**src/mcod_pkg.sv**
```systemverilog
// package: types and constants for the matrix chain order block
`timescale 1ns / 1ps
package mcod_pkg;
    localparam int MAX_MATRICES = 16;
    localparam int DIM_BITS     = 12;
    localparam int SIDE         = MAX_MATRICES + 1;
    localparam int IDX_BITS     = $clog2(SIDE);
    localparam int CNT_BITS     = $clog2(MAX_MATRICES + 1);
    localparam int ADDR_BITS    = $clog2(SIDE * SIDE);
    localparam int COST_BITS    = 40;
    localparam logic [COST_BITS-1:0] COST_MAX = '1;

    typedef struct packed {
        logic [11:0] rows;
        logic [11:0] cols;
        logic        last;
    } t_in;

    typedef struct packed {
        logic [3:0]           lo;
        logic [4:0]           hi;
        logic [3:0]           split;
        logic                 is_leaf;
        logic [COST_BITS-1:0] cost;
        logic                 last_node;
    } t_out;

    function automatic logic [COST_BITS-1:0] sat_add(input logic [COST_BITS-1:0] a,
                                                     input logic [COST_BITS-1:0] b);
        logic [COST_BITS:0] s;
        s = {1'b0, a} + {1'b0, b};
        return s[COST_BITS] ? COST_MAX : s[COST_BITS-1:0];
    endfunction
endpackage

```
**src/mcod_mul3.sv**
```systemverilog
// product of three dimensions: a*b and c registered, then multiplied
`timescale 1ns / 1ps
module mcod_mul3
    import mcod_pkg::*;
(
    input  logic                  i_clk,
    input  logic [DIM_BITS-1:0]   i_a,
    input  logic [DIM_BITS-1:0]   i_b,
    input  logic [DIM_BITS-1:0]   i_c,
    output logic [COST_BITS-1:0]  o_p
);
    logic [2*DIM_BITS-1:0] r_ab;
    logic [DIM_BITS-1:0]   r_c;
    logic [3*DIM_BITS-1:0] w_p;

    always_ff @(posedge i_clk) begin
        r_ab <= i_a * i_b;
        r_c  <= i_c;
    end

    assign w_p = r_ab * r_c;
    // product width stays below the cost field, no clipping needed
    assign o_p = COST_BITS'(w_p);
endmodule

```
**config.mk**
```make
export PLATFORM = sky130hd
export DESIGN_NAME = mcod_mul3
export DESIGN_NICKNAME = d
export VERILOG_FILES = /design/src/mcod_pkg.sv /design/src/mcod_mul3.sv
export SDC_FILE = /design/constraint.sdc
export NUM_CORES = 1
export LEC_CHECK = 0
export BUFFER_PORTS_ARGS = -buffer_cell sky130_fd_sc_hd__buf_4
export CAP_MARGIN = 40
export CORE_AREA = 2 2 159 176
export CTS_CLUSTER_DIAMETER = 50
export DETAILED_ROUTE_END_ITERATION = 10
export DIE_AREA = 0 0 161 178
export PLACE_DENSITY_LB_ADDON = 0.25
export SYNTH_ARGS = -nofsm -noshare
export SYNTH_HDL_FRONTEND = slang
export SYNTH_SLANG_ARGS = --single-unit
```
**constraint.sdc**
```tcl
create_clock -name i_clk -period 6.15 [get_ports i_clk]
set_clock_uncertainty 0.1 [all_clocks]
set_input_delay 0.9225 -clock i_clk [delete_from_list [all_inputs] [get_ports i_clk]]
set_output_delay 0.9225 -clock i_clk [all_outputs]
set_load 0.005 [all_outputs]
```
Yosys cells after proc, flatten, opt, wreduce, memory -nomap -nowiden
Cells that the tools add are included.
{"block": "op_classes", "mul": 2}
{"cell": "24-bit by 12-bit multiplier with 36-bit output", "count": 1}
{"cell": "12-bit by 12-bit multiplier with 24-bit output", "count": 1}
{"block": "word_totals", "regBits": 36, "input_bits": 37, "output_inout_bits": 40, "wordCells": 4}

Longest topological paths before layout
{"block": "logic_depth", "ltp_word": 1, "ltp_mapped": 20, "ltp_nobuf": 19}

Worst setup path after synthesis
No wires, ideal clock.
{"block": "synth_timing", "path_type": "register to output", "from": "register r_c[3]", "to": "output port o_p[30]", "t_arrival_ps": 5213, "required_time_ps": 5128, "path_slack_ps": -85, "stages_incl_launch_ff": 19, "path_buffers": 1, "path_cell_list": "dfxtp_1 clkbuf_1 nand2_1 fa_1 fa_1 fa_1 inv_1 fa_1 inv_1 fa_1 inv_1 ha_1 o21a_1 o21a_1 o41a_1 a22o_1 o2111a_2 o211a_1 a2111oi_2"}
{"block": "synth_via", "elab_chain_cells": 1}
{"item": "start: declaration", "line": "mcod_mul3.sv:13", "rtl": "logic [DIM_BITS-1:0] r_c;"}
{"item": "start signal: assignment", "line": "mcod_mul3.sv:18", "rtl": "r_c <= i_c;"}
{"item": "24-bit by 12-bit multiplier with 36-bit output", "line": "mcod_mul3.sv:21", "rtl": "assign w_p = r_ab * r_c;"}
{"item": "end: declaration", "line": "mcod_mul3.sv:10", "rtl": "output logic [COST_BITS-1:0] o_p"}
No other way between the ends.

Worst setup path after layout
{"block": "layout_timing", "from": "register r_ab[4]", "to": "output port o_p[30]"}
{"block": "layout_via", "elab_chain_cells": 1}
{"item": "start: declaration", "line": "mcod_mul3.sv:12", "rtl": "logic [2*DIM_BITS-1:0] r_ab;"}
{"item": "start signal: assignment", "line": "mcod_mul3.sv:17", "rtl": "r_ab <= i_a * i_b;"}
{"item": "24-bit by 12-bit multiplier with 36-bit output", "line": "mcod_mul3.sv:21"}
No other way between the ends.

==> metrics.cfg <==
[setup_path]
path_delay_family=adder cells
crit_fanout=4
worstPathArrival_ns=5.48
slowest_delay_ns=0.54
cp_common_cell=fa_1
critical_path_buf_inv_count=6
critPathLaunchType=flip-flop
cpMaxStageDelayCell=fa_1
crit_type=flip-flop to primary output
crit_chain=buf_6, and2_4, fa_1, inv_2, fa_1, inv_2, fa_1, fa_1, inv_1, fa_1, inv_2, ha_4, o21a_1, o21a_1, o41a_1, a22o_1, o2111a_2, o211a_1, a2111oi_2, buf_4
end_kind=primary output
required_ns=5.13

[place]
gp_congestion=0.859
portBuffers=72
place_ws_ns=-0.360
hpwl_mm=28.7

[synth]
synth_compound_area_share_pct=6.79
async_reset_ff_share_pct=0
yosysSeqAreaShare_pct=4.95
ys_types=61
synthAdderAreaFrac_pct=55.7
synth_xor_area_share_pct=2.89
syn_inst=1697
synth_area_mm2=0.0145
syn_avg_cell_area_um2=8.57
synth_flop_cell=dfxtp_1
synth_area_leaders=fa_1 (44%), ha_1 (12%), inv_1 (10%), nand2_1 (8.1%), and2_1 (5.9%)
synth_edf_count=0
synth_top_area_share_pct=44.0
yosysWarnings=0
synth-simple-area-share_pct=17.0
synthMuxAreaShare_pct=0.0688
synth_top_family_by_area=adder cells
synth-seq-cells=36
synth_top_cell_by_area=fa_1

[status]
status=finished, violations left
violations=setup timing

[sta]
worst-slew-pin-transition_ns=0.593
hold_viol=0
setup_violations=19
setup_slack_ns=-0.355
slew_viol_final=0
fmax_mhz=154
fin_hold_ws_ns=0.625
slew-limit-headroom_pct=60.0
tns_ns=-3.74
rsz0062_at_grt=yes
timing.final.crit_share_pct=106
post-route-min-period_ns=6.51

[drt]
wl_mm=33.9
drt_iter0_markers=480
vias=11600
vias_per_cell=5.19
final_antenna_net_count=0
drc_errors=0
firstDrtPassIters=5
routedWlPerCell_um=15.2

[grt]
grt_first_pass_wirelength_mm=58.5
grt_usage_pct=25.1
antenna_found_initial=0
grt_max_degree=17
grt_overflow_total=0
grt_pass1_vias=12600

[floorplan]
die_w_um=161
row_count=63
io_pins=77
die_h_um=178
start_util_pct=54.3
dieArea_mm2=0.0287
core_area_mm2=0.0268

[run]
drv_cap=0

[layout]
final_nets=2367
n_antenna_cell=0
syn2layout_area_growth_pct=20.1
utilization_pct=65.2
drive_above_1_share_pct=20.3

[clocking]
numClockSinks=36
cts_made_buffers=5
hold_buffers=0
htree_num_levels=2
clk_pin_slew_ns=0.07
cts_tree=yes
cts_root_buf=clkbuf_16
ctsLongestPathBuffers=2

[min_path]
min_path_type=primary input to flip-flop

state kept, by name (all words and copies together) (netlist names):
signal and count:
r_c 12, r_ab 24
metal layers:
layer | vias to the layer above | track usage, % | share of wire [%]
met5 | - | 0 | 0
met4 | 0 | 8.44 | 3.0
met3 | 69 | 1.84 | 3.7
met2 | 282 | 45.8 | 51
met1 | 5854 | 31.8 | 42
li1 | 5373 | - | -
cell type report:
cell class | count | area (µm²)
repair buffers | 250 | 2090
well taps | 357 | 447
fillers | 2226 | 9330
multi-input cells | 1188 | 12500
inverters | 393 | 1480
flip-flops and latches | 36 | 776
clock buffers | 5 | 125
clock inverters | 3 | 18.8
kinds of logic (layout without fill, tap and decap cells):
kind of cell | after synthesis | in the layout
adders and majority gates | 456 | 456
xor gates and xnor gates | 48 | 48
muxes | 1 | 1
and+or+nand+nor | 537 | 537
AOI/OAI and AO/OA | 142 | 142
DFF | 36 | 36
buffers and inverters | 476 | 651
other | 1 | 4
through the flow:
| step | cells | cell area, µm² |
|---|---|---|
| after global routing | 2232 | 17500 |
| final | 2232 | 17500 |
| after CTS | 2229 | 17300 |
| after global placement | 2195 | 16400 |
| after detailed placement | 2195 | 16400 |
| after floorplan | 1700 | 14600 |
path summary, 6_finish.rpt:
path	from	endpoint	slack [ns]	cells past startpoint
setup / recovery	r_ab[4]$_DFF_P_	o_p[30]	-0.36	20
hold / removal	i_c[11]	r_c[11]$_DFF_P_	0.63	1
cell usage in the layout, fill, tap and decap left out, types with 7 or more instances in the layout:
| cell | netlist | layout |
|---|---|---|
| a21oi_1 | 37 | 29 |
| dfxtp_2 | 0 | 11 |
| o21a_1 | 10 | 10 |
| and2_1 | 137 | 133 |
| inv_2 | 0 | 7 |
| nor3_1 | 10 | 7 |
| a21oi_2 | 1 | 7 |
| ha_1 | 136 | 122 |
| buf_4 | 5 | 211 |
| nor2_1 | 38 | 34 |
| xor2_1 | 16 | 15 |
| inv_1 | 393 | 386 |
| ha_4 | 0 | 14 |
| nand2_1 | 314 | 310 |
| xnor2_1 | 32 | 29 |
| fa_1 | 320 | 308 |
| dfxtp_1 | 36 | 14 |
| a21o_1 | 18 | 18 |
| o21ai_0 | 19 | 13 |
| buf_12 | 0 | 7 |
| buf_6 | 2 | 31 |
| dfxtp_4 | 0 | 11 |
| fa_2 | 0 | 12 |
cell usage after synthesis (all sizes together) (7+ instances only):
master,n
buf,7
inv,393
fa,320
clkbuf,76
nor3,10
and2,139
a211oi,9
xnor2,32
a21oi,38
a21o,21
nor2,38
ha,136
nand2,314
dfxtp,36
o21ai,21
o21a,10
xor2,16
repair_timing:
item                                    4_1_cts  5_1_grt
endpoints found under the setup margin       22       22
buffers inserted                             27        5
endpoints found under the hold margin         0        0
resized for setup                           139       33
pin swaps                                    66       29
Power is left out: the tool's default activity adds up to more than one toggle a clock period on the data nets, which glitch-free logic cannot reach.
